### src/sv/dtoa_pkg.sv
`timescale 1ns / 1ps

package dtoa_pkg;

   localparam int STEP_W    = 5;
   localparam int X_W       = 17;
   localparam int RCP_W     = 14;
   localparam int PROD_W    = X_W + RCP_W;
   localparam int Q_W       = PROD_W - X_W;
   localparam int R_W       = 10;
   localparam int C_W       = 9;
   localparam int YEAR_W    = 17;
   localparam int MONTH_W   = 9;
   localparam int DAY_W     = 13;
   localparam int HOUR_W    = 13;
   localparam int MIN_W     = 17;
   localparam int SEC_W     = 17;
   localparam int Y400_W    = 9;

   typedef enum logic [2:0] {
      OP_MUL  = 3'd0,
      OP_QR   = 3'd1,
      OP_FIX  = 3'd2,
      OP_WALK = 3'd3,
      OP_DONE = 3'd4
   } dtoa_op_type;

   typedef enum logic [2:0] {
      UNIT_SEC  = 3'd0,
      UNIT_MIN  = 3'd1,
      UNIT_HOUR = 3'd2,
      UNIT_MON  = 3'd3,
      UNIT_YEAR = 3'd4
   } dtoa_unit_type;

   typedef enum logic [1:0] {
      DIV_60  = 2'd0,
      DIV_24  = 2'd1,
      DIV_12  = 2'd2,
      DIV_400 = 2'd3
   } dtoa_div_type;

   typedef enum logic [1:0] {
      JC_NEVER    = 2'd0,
      JC_DAY_OVER = 2'd1,
      JC_OUT_FULL = 2'd2
   } dtoa_jc_type;

   typedef struct packed {
      dtoa_op_type         op;
      dtoa_unit_type       unit;
      dtoa_div_type        div;
      dtoa_jc_type         jc;
      logic [STEP_W-1:0]   target;
   } dtoa_ucode_type;

   localparam logic [STEP_W-1:0] STEP_WALK = STEP_W'(15);
   localparam logic [STEP_W-1:0] STEP_DONE = STEP_W'(16);

   function automatic dtoa_ucode_type uword(dtoa_op_type op, dtoa_unit_type unit,
                                            dtoa_div_type div, dtoa_jc_type jc,
                                            logic [STEP_W-1:0] target);
      dtoa_ucode_type w;
      w.op     = op;
      w.unit   = unit;
      w.div    = div;
      w.jc     = jc;
      w.target = target;
      return w;
   endfunction

   // Normalization program: three steps per constant division, then the month walk.
   function automatic dtoa_ucode_type ucode_rom(logic [STEP_W-1:0] step);
      dtoa_ucode_type w;
      unique case (step)
         5'd0:    w = uword(OP_MUL, UNIT_SEC, DIV_60, JC_NEVER, '0);
         5'd1:    w = uword(OP_QR, UNIT_SEC, DIV_60, JC_NEVER, '0);
         5'd2:    w = uword(OP_FIX, UNIT_SEC, DIV_60, JC_NEVER, '0);
         5'd3:    w = uword(OP_MUL, UNIT_MIN, DIV_60, JC_NEVER, '0);
         5'd4:    w = uword(OP_QR, UNIT_MIN, DIV_60, JC_NEVER, '0);
         5'd5:    w = uword(OP_FIX, UNIT_MIN, DIV_60, JC_NEVER, '0);
         5'd6:    w = uword(OP_MUL, UNIT_HOUR, DIV_24, JC_NEVER, '0);
         5'd7:    w = uword(OP_QR, UNIT_HOUR, DIV_24, JC_NEVER, '0);
         5'd8:    w = uword(OP_FIX, UNIT_HOUR, DIV_24, JC_NEVER, '0);
         5'd9:    w = uword(OP_MUL, UNIT_MON, DIV_12, JC_NEVER, '0);
         5'd10:   w = uword(OP_QR, UNIT_MON, DIV_12, JC_NEVER, '0);
         5'd11:   w = uword(OP_FIX, UNIT_MON, DIV_12, JC_NEVER, '0);
         5'd12:   w = uword(OP_MUL, UNIT_YEAR, DIV_400, JC_NEVER, '0);
         5'd13:   w = uword(OP_QR, UNIT_YEAR, DIV_400, JC_NEVER, '0);
         5'd14:   w = uword(OP_FIX, UNIT_YEAR, DIV_400, JC_NEVER, '0);
         5'd15:   w = uword(OP_WALK, UNIT_MON, DIV_12, JC_DAY_OVER, STEP_WALK);
         default: w = uword(OP_DONE, UNIT_MON, DIV_12, JC_OUT_FULL, STEP_DONE);
      endcase
      return w;
   endfunction

   // floor(2**X_W / divisor): the estimate is at most one below the true quotient
   function automatic logic [RCP_W-1:0] recip(dtoa_div_type div);
      logic [RCP_W-1:0] r;
      unique case (div)
         DIV_60:  r = RCP_W'(2184);
         DIV_24:  r = RCP_W'(5461);
         DIV_12:  r = RCP_W'(10922);
         default: r = RCP_W'(327);
      endcase
      return r;
   endfunction

   function automatic logic [C_W-1:0] div_const(dtoa_div_type div);
      logic [C_W-1:0] c;
      unique case (div)
         DIV_60:  c = C_W'(60);
         DIV_24:  c = C_W'(24);
         DIV_12:  c = C_W'(12);
         default: c = C_W'(400);
      endcase
      return c;
   endfunction

   function automatic logic is_leap(logic [Y400_W-1:0] y400);
      return (y400 == '0) ||
             ((y400[1:0] == 2'd0) && (y400 != Y400_W'(100)) &&
              (y400 != Y400_W'(200)) && (y400 != Y400_W'(300)));
   endfunction

   function automatic logic [4:0] month_len(logic [3:0] m, logic leap);
      logic [4:0] n;
      case (m) inside
         4'd2:                   n = leap ? 5'd29 : 5'd28;
         4'd4, 4'd6, 4'd9, 4'd11: n = 5'd30;
         default:                n = 5'd31;
      endcase
      return n;
   endfunction

endpackage

### src/sv/dtoa_cdiv.sv
`timescale 1ns / 1ps

module dtoa_cdiv
   import dtoa_pkg::*;
(
   input  logic           clock,
   input  dtoa_ucode_type ctl,
   input  logic [X_W-1:0] x,
   output logic [Q_W-1:0] q,
   output logic [R_W-1:0] r
);

   logic [PROD_W-1:0]    prod_ff, prod_in;
   logic [Q_W-1:0]       q_ff;
   logic [R_W-1:0]       r_ff, r_in;
   logic [Q_W-1:0]       q_est;
   logic [C_W-1:0]       c;
   logic [Q_W+C_W-1:0]   qc;
   logic [Q_W+C_W-1:0]   diff;

   assign c       = div_const(ctl.div);
   assign prod_in = PROD_W'(x) * PROD_W'(recip(ctl.div));
   assign q_est   = prod_ff[PROD_W-1 -: Q_W];
   assign qc      = (Q_W+C_W)'(q_est) * (Q_W+C_W)'(c);
   assign diff    = (Q_W+C_W)'(x) - qc;
   // remainder is below twice the divisor, so the low bits carry it
   assign r_in    = diff[R_W-1:0];

   always_ff @(posedge clock) begin
      if (ctl.op == OP_MUL) begin
         prod_ff <= prod_in;
      end
      if (ctl.op == OP_QR) begin
         q_ff <= q_est;
         r_ff <= r_in;
      end
   end

   // correct an estimate that came out one low
   always_comb begin
      if (r_ff >= R_W'(c)) begin
         r = r_ff - R_W'(c);
         q = q_ff + Q_W'(1);
      end else begin
         r = r_ff;
         q = q_ff;
      end
   end

endmodule

### src/sv/date_time_offset_adder_core.sv
`timescale 1ns / 1ps

// Date-time offset adder: adds year/month/day/hour/minute/second offsets to a
// calendar date-time and normalizes with Gregorian carries.
// Request channel (req_valid/req_ready): one word holds the base date-time and
// six signed offsets; a negative offset leaves its unit unchanged.
// Response channel (rsp_valid/rsp_ready): one word per request with the
// normalized date-time and a year overflow flag (year saturates at 65535).
// The program runs five constant divisions on one shared multiply-based divider,
// three program steps each, then a walk that subtracts one month per cycle from
// the day count (0 up to about 142 whole months) before the final step.
// One request is in flight at a time; req_ready returns together with rsp_valid,
// when the result moves into the output register.
// A finished result waits in the output register while the receiver stalls;
// the next request may be accepted and worked on meanwhile, and holds at the
// final step until the output register frees.
// Reset (synchronous) clears the busy flag, the step counter and rsp_valid.
module date_time_offset_adder_core
   import dtoa_pkg::*;
(
   input  logic        clock,
   input  logic        reset,
   input  logic        req_valid,
   output logic        req_ready,
   input  logic [15:0] req_base_year,
   input  logic [3:0]  req_base_month,
   input  logic [4:0]  req_base_day,
   input  logic [4:0]  req_base_hour,
   input  logic [5:0]  req_base_minute,
   input  logic [5:0]  req_base_second,
   input  logic signed [8:0]  req_add_years,
   input  logic signed [8:0]  req_add_months,
   input  logic signed [12:0] req_add_days,
   input  logic signed [12:0] req_add_hours,
   input  logic signed [16:0] req_add_minutes,
   input  logic signed [16:0] req_add_seconds,
   output logic        rsp_valid,
   input  logic        rsp_ready,
   output logic [15:0] rsp_sum_year,
   output logic [3:0]  rsp_sum_month,
   output logic [4:0]  rsp_sum_day,
   output logic [4:0]  rsp_sum_hour,
   output logic [5:0]  rsp_sum_minute,
   output logic [5:0]  rsp_sum_second,
   output logic        rsp_year_overflow
);

   logic                 busy_ff, busy_in;
   logic [STEP_W-1:0]    step_ff, step_in;
   logic [YEAR_W-1:0]    year_ff, year_in;
   logic [MONTH_W-1:0]   month_ff, month_in;
   logic [DAY_W-1:0]     day_ff, day_in;
   logic [HOUR_W-1:0]    hour_ff, hour_in;
   logic [MIN_W-1:0]     min_ff, min_in;
   logic [SEC_W-1:0]     sec_ff, sec_in;
   logic [Y400_W-1:0]    y400_ff, y400_in;
   logic                 rsp_valid_ff, rsp_valid_in;
   logic [15:0]          o_year_ff;
   logic [3:0]           o_month_ff;
   logic [4:0]           o_day_ff;
   logic [4:0]           o_hour_ff;
   logic [5:0]           o_min_ff;
   logic [5:0]           o_sec_ff;
   logic                 o_ovf_ff;

   dtoa_ucode_type       uw;
   logic                 accept;
   logic                 out_full;
   logic                 out_load;
   logic [X_W-1:0]       div_x;
   logic [Q_W-1:0]       div_q;
   logic [R_W-1:0]       div_r;
   logic [4:0]           mlen;
   logic                 day_over;
   logic [3:0]           month0;
   logic [4:0]           day0;

   assign uw        = ucode_rom(step_ff);
   assign req_ready = !busy_ff && !reset;
   assign accept    = req_valid && req_ready;
   assign out_full  = rsp_valid_ff && !rsp_ready;
   assign out_load  = busy_ff && (uw.op == OP_DONE) && !out_full;

   assign month0 = (req_base_month == 4'd0) ? 4'd1 : req_base_month;
   assign day0   = (req_base_day == 5'd0) ? 5'd1 : req_base_day;

   assign mlen     = month_len(month_ff[3:0], is_leap(y400_ff));
   assign day_over = day_ff > DAY_W'(mlen);

   always_comb begin
      case (uw.unit)
         UNIT_SEC:  div_x = sec_ff;
         UNIT_MIN:  div_x = min_ff;
         UNIT_HOUR: div_x = X_W'(hour_ff);
         UNIT_MON:  div_x = X_W'(month_ff - MONTH_W'(1));
         default:   div_x = year_ff;
      endcase
   end

   dtoa_cdiv u_cdiv (
      .clock (clock),
      .ctl   (uw),
      .x     (div_x),
      .q     (div_q),
      .r     (div_r)
   );

   always_comb begin
      busy_in  = busy_ff;
      step_in  = step_ff;
      year_in  = year_ff;
      month_in = month_ff;
      day_in   = day_ff;
      hour_in  = hour_ff;
      min_in   = min_ff;
      sec_in   = sec_ff;
      y400_in  = y400_ff;

      if (accept) begin
         busy_in  = 1'b1;
         step_in  = '0;
         year_in  = YEAR_W'(req_base_year) +
                    YEAR_W'(req_add_years[8] ? 8'd0 : req_add_years[7:0]);
         month_in = MONTH_W'(month0) +
                    MONTH_W'(req_add_months[8] ? 8'd0 : req_add_months[7:0]);
         day_in   = DAY_W'(day0) +
                    DAY_W'(req_add_days[12] ? 12'd0 : req_add_days[11:0]);
         hour_in  = HOUR_W'(req_base_hour) +
                    HOUR_W'(req_add_hours[12] ? 12'd0 : req_add_hours[11:0]);
         min_in   = MIN_W'(req_base_minute) +
                    MIN_W'(req_add_minutes[16] ? 16'd0 : req_add_minutes[15:0]);
         sec_in   = SEC_W'(req_base_second) +
                    SEC_W'(req_add_seconds[16] ? 16'd0 : req_add_seconds[15:0]);
      end else if (busy_ff) begin
         unique case (uw.op)
            OP_FIX: begin
               // keep the remainder, carry the quotient up one unit (the year keeps only y400)
               case (uw.unit)
                  UNIT_SEC: begin
                     sec_in = SEC_W'(div_r);
                     min_in = min_ff + MIN_W'(div_q);
                  end
                  UNIT_MIN: begin
                     min_in  = MIN_W'(div_r);
                     hour_in = hour_ff + HOUR_W'(div_q);
                  end
                  UNIT_HOUR: begin
                     hour_in = HOUR_W'(div_r);
                     day_in  = day_ff + DAY_W'(div_q);
                  end
                  UNIT_MON: begin
                     month_in = MONTH_W'(div_r) + MONTH_W'(1);
                     year_in  = year_ff + YEAR_W'(div_q);
                  end
                  default: begin
                     y400_in = Y400_W'(div_r);
                  end
               endcase
            end
            OP_WALK: begin
               if (day_over) begin
                  day_in = day_ff - DAY_W'(mlen);
                  if (month_ff == MONTH_W'(12)) begin
                     month_in = MONTH_W'(1);
                     year_in  = year_ff + YEAR_W'(1);
                     y400_in  = (y400_ff == Y400_W'(399)) ? '0 : y400_ff + Y400_W'(1);
                  end else begin
                     month_in = month_ff + MONTH_W'(1);
                  end
               end
            end
            OP_DONE: begin
               if (!out_full) begin
                  busy_in = 1'b0;
               end
            end
            default: begin
            end
         endcase

         unique case (uw.jc)
            JC_DAY_OVER: step_in = day_over ? uw.target : step_ff + STEP_W'(1);
            JC_OUT_FULL: step_in = out_full ? uw.target : '0;
            default:     step_in = step_ff + STEP_W'(1);
         endcase
      end
   end

   always_comb begin
      rsp_valid_in = rsp_valid_ff;
      if (out_load) begin
         rsp_valid_in = 1'b1;
      end else if (rsp_ready) begin
         rsp_valid_in = 1'b0;
      end
   end

   always_ff @(posedge clock) begin
      if (reset) begin
         busy_ff      <= 1'b0;
         step_ff      <= '0;
         rsp_valid_ff <= 1'b0;
      end else begin
         busy_ff      <= busy_in;
         step_ff      <= step_in;
         rsp_valid_ff <= rsp_valid_in;
      end
   end

   always_ff @(posedge clock) begin
      year_ff  <= year_in;
      month_ff <= month_in;
      day_ff   <= day_in;
      hour_ff  <= hour_in;
      min_ff   <= min_in;
      sec_ff   <= sec_in;
      y400_ff  <= y400_in;
      if (out_load) begin
         // saturate the year; month and day already used the full year
         o_year_ff  <= year_ff[YEAR_W-1] ? 16'hFFFF : year_ff[15:0];
         o_ovf_ff   <= year_ff[YEAR_W-1];
         o_month_ff <= month_ff[3:0];
         o_day_ff   <= day_ff[4:0];
         o_hour_ff  <= hour_ff[4:0];
         o_min_ff   <= min_ff[5:0];
         o_sec_ff   <= sec_ff[5:0];
      end
   end

   assign rsp_valid         = rsp_valid_ff;
   assign rsp_sum_year      = o_year_ff;
   assign rsp_sum_month     = o_month_ff;
   assign rsp_sum_day       = o_day_ff;
   assign rsp_sum_hour      = o_hour_ff;
   assign rsp_sum_minute    = o_min_ff;
   assign rsp_sum_second    = o_sec_ff;
   assign rsp_year_overflow = o_ovf_ff;

endmodule

### config.mk
export PLATFORM = sky130hd
export DESIGN_NAME = date_time_offset_adder_core
export DESIGN_NICKNAME = d
export VERILOG_FILES = /design/src/sv/dtoa_pkg.sv /design/src/sv/dtoa_cdiv.sv /design/src/sv/date_time_offset_adder_core.sv
export SDC_FILE = /design/constraint.sdc
export NUM_CORES = 1
export LEC_CHECK = 0
export BUFFER_PORTS_ARGS = -buffer_cell sky130_fd_sc_hd__buf_4
export CAP_MARGIN = 15
export CORE_MARGIN = 2
export CORE_UTILIZATION = 35
export CTS_CLUSTER_DIAMETER = 30
export CTS_CLUSTER_SIZE = 30
export DETAILED_ROUTE_END_ITERATION = 10
export SYNTH_ARGS = -nofsm -noshare
export SYNTH_HDL_FRONTEND = slang
export SYNTH_HIERARCHICAL = 1
export SYNTH_SLANG_ARGS = --single-unit
### constraint.sdc
create_clock -name clock -period 7.1 [get_ports clock]
set_input_delay 0.355 -clock clock [delete_from_list [all_inputs] [get_ports clock]]
set_output_delay 0.355 -clock clock [all_outputs]
set_load 0.005 [all_outputs]
==> metrics.txt <==
drc violations=0; max-cap violation count=0; vias in the first global route=19000; fin nets=3283; GRT Total Usage=0.211; drt first pass iters=7; worst rel slew slack=0.312; RSZ-0062 raised after global routing=true; WHS=0.0704 ns; fraction of registers with async set or reset after synthesis=0; failing checks=setup timing; row count=92; largest net degree at the start of global routing=81; clock period minus final worst setup slack=7.34 ns; diode count=0; final hold viol count=0; Seq/Total Area, Yosys=0.252; status=finished, violations left; routed len/inst=19.1 µm; Vias=18500; Net Count, Synth=2914; worst hold path depth=2; Max Clock Skew=0.0151 ns; most frequent cell after synthesis=inv_1; slew of the pin with the lowest slew margin=1.02 ns; reg2reg path depth=26; dpl ws=-0.476 ns; die area=65300 µm²; Core Region=62900 µm²; CTS Buffer Depth=2; Area Growth Syn to Fin=23.3%; Worst-path clk slew=0.08 ns; critical setup path kind=flop to flop; # IOs=169; CP endpoint kind=flop; CTS buffer count=17; PD cells=301 nW/µm²; Post-synth EDFFs=176; final period utilization=1.03; final setup margin=-0.242 ns; ratio of cells with drive above 1 in the final layout=0.229; top achievable clock speed=136 MHz; post-route cell area=27300 µm²; Die Y=256 µm; first-pass GRT wire length=107000 µm; Slew Limit Fails=0; Via density=5.15; Max IR drop VDD=0.564 mV; placed inst area=26000 µm²; post-synthesis register bit count=191; Port Buffers=168; Synth top area share=0.239; mean post-synth cell area=9.35 µm²; antenna violations before repair=0; Synth Cell Area=22200 µm²; worst hold path type=primary input to flop; Die Wd=256 µm; Syn Inst Count=2369; CTS HTree Levels=4; initial DRC count=1319; final wirelength=68700 µm; CP Max Fanout=3; Required @ worst endpoint=7.35 ns; clock sinks=191; Worst-Skew Late Latency=0.50 ns; setup TNS=-1.50 ns; post-synthesis cell type count=85; Synth area leader=edfxtp_1; Critical Path AT=7.59 ns; CTS tree=done; Routed Antenna Nets=0; ys flop type=edfxtp_1; synth warn=6; Synth area leaders=edfxtp_1 (24%), fa_1 (17%), ha_1 (13%), inv_1 (5.2%), xnor2_1 (4.3%); final setup vio count=10; Post-synth top cells=inv_1 (306), ha_1 (236), fa_1 (185), nand2_1 (183), edfxtp_1 (176); P_leak=0.0125 µW; GRT overflow=0; DP HPWL=55900 µm; Starting Density=0.352; root buffer cell=clkbuf_16; GP Congestion=0.929; total power=8210 µW; CP startpoint kind=flop
[critical path: stages (launching register included)]
cell,delay (ns)
edfxtp_1,0.43
nor4_4,0.31
buf_4,0.17
nand2b_4,0.05
xnor2_1,0.11
a222oi_1,0.47
a21oi_2,0.20
nand2_2,0.12
nor2_2,0.05
fa_1,0.50
inv_2,0.04
fa_1,0.55
inv_2,0.05
fa_1,0.52
inv_2,0.05
fa_1,0.53
inv_1,0.05
fa_1,0.49
fa_1,0.42
ha_1,0.33
buf_4,0.14
o211a_1,0.27
o311a_4,0.44
a311o_1,0.33
a31oi_4,0.24
o21ai_2,0.09
xor2_1,0.14
[layout by cell type, fill, tap and decap left out, drive strengths merged, types with 72 or more instances in the layout]
master    n
buf     426
ha      236
nor2    144
nand2   184
edfxtp  176
xor2     72
xnor2   109
o21ai   123
a21oi   117
inv     319
nor2b    83
fa      185
[layout make-up]
class,instances,area [µm²]
clock buffers,18,429
clock inverters,14,119
fillers,6154,35500
inverters,308,1160
multi-input cells,1793,15700
flip-flops and latches,191,5590
well taps,846,1060
repair buffers,427,3250
[state kept, by name, summed over array words and instances (netlist names), named ones only]
| signal | cells |
|---|---|
| u_cdiv/q_ff | 14 |
| year_ff | 17 |
| y400_ff | 9 |
| min_ff | 17 |
| month_ff | 9 |
| rsp_sum_month | 4 |
| u_cdiv/prod_ff | 14 |
| rsp_sum_minute | 6 |
| sec_ff | 17 |
| day_ff | 13 |
| rsp_sum_year | 16 |
| step_ff | 5 |
| u_cdiv/r_ff | 10 |
| rsp_sum_hour | 5 |
| rsp_sum_day | 5 |
| busy_ff | 1 |
| rsp_valid | 1 |
| rsp_sum_second | 6 |
| rsp_year_overflow | 1 |
| hour_ff | 13 |
[where the power goes]
group	switching, µW	total (µW)	internal [µW]
clock	499	960	460
combinational	2890	5420	2530
sequential	155	1830	1680
[metrics by stage]
stage,utilization,cells
final,0.434,3597
after global routing,0.434,3597
after CTS,0.431,3588
after detailed placement,0.413,3525
after global placement,0.413,3525
after floorplan,-,2369
[timing repair]
item,CTS,global route
endpoints found under the setup margin,13,14
setup buffers,31,8
hold buffers,0,0
pin swaps,67,30
gates resized for setup,83,38
[layer usage]
| layer | part of all wire | vias to the layer above | track usage |
|---|---|---|---|
| met3 | 0.068 | 98 | 0.0458 |
| met2 | 0.46 | 520 | 0.338 |
| met5 | 0 | - | 0 |
| met1 | 0.44 | 9061 | 0.279 |
| li1 | - | 8860 | - |
| met4 | 0.033 | 0 | 0.0772 |
[final timing paths]
path	start	to	slack (ns)
hold / removal	reset	rsp_valid$_SDFFE_PP0P_	0.07
hold reg to reg	u_cdiv/prod_ff[26]$_DFFE_PN_	u_cdiv/q_ff[9]$_DFFE_PN_	0.43
setup / recovery	month_ff[2]$_DFFE_PP_	u_cdiv/prod_ff[28]$_DFFE_PN_	-0.24
setup reg to reg	month_ff[2]$_DFFE_PP_	u_cdiv/prod_ff[28]$_DFFE_PN_	-0.24
[cell families after synthesis]
family	Yosys count	share of synthesized area
xor gates and xnor gates	181	0.0716
muxes	28	0.0132
DFF	191	0.252
adders and majority gates	421	0.300
AOI/OAI and AO/OA	459	0.135
buffers and inverters	385	0.0659
and+or+nand+nor	703	0.161
other	1	0.000169
Power figures use the tool's default switching activity.
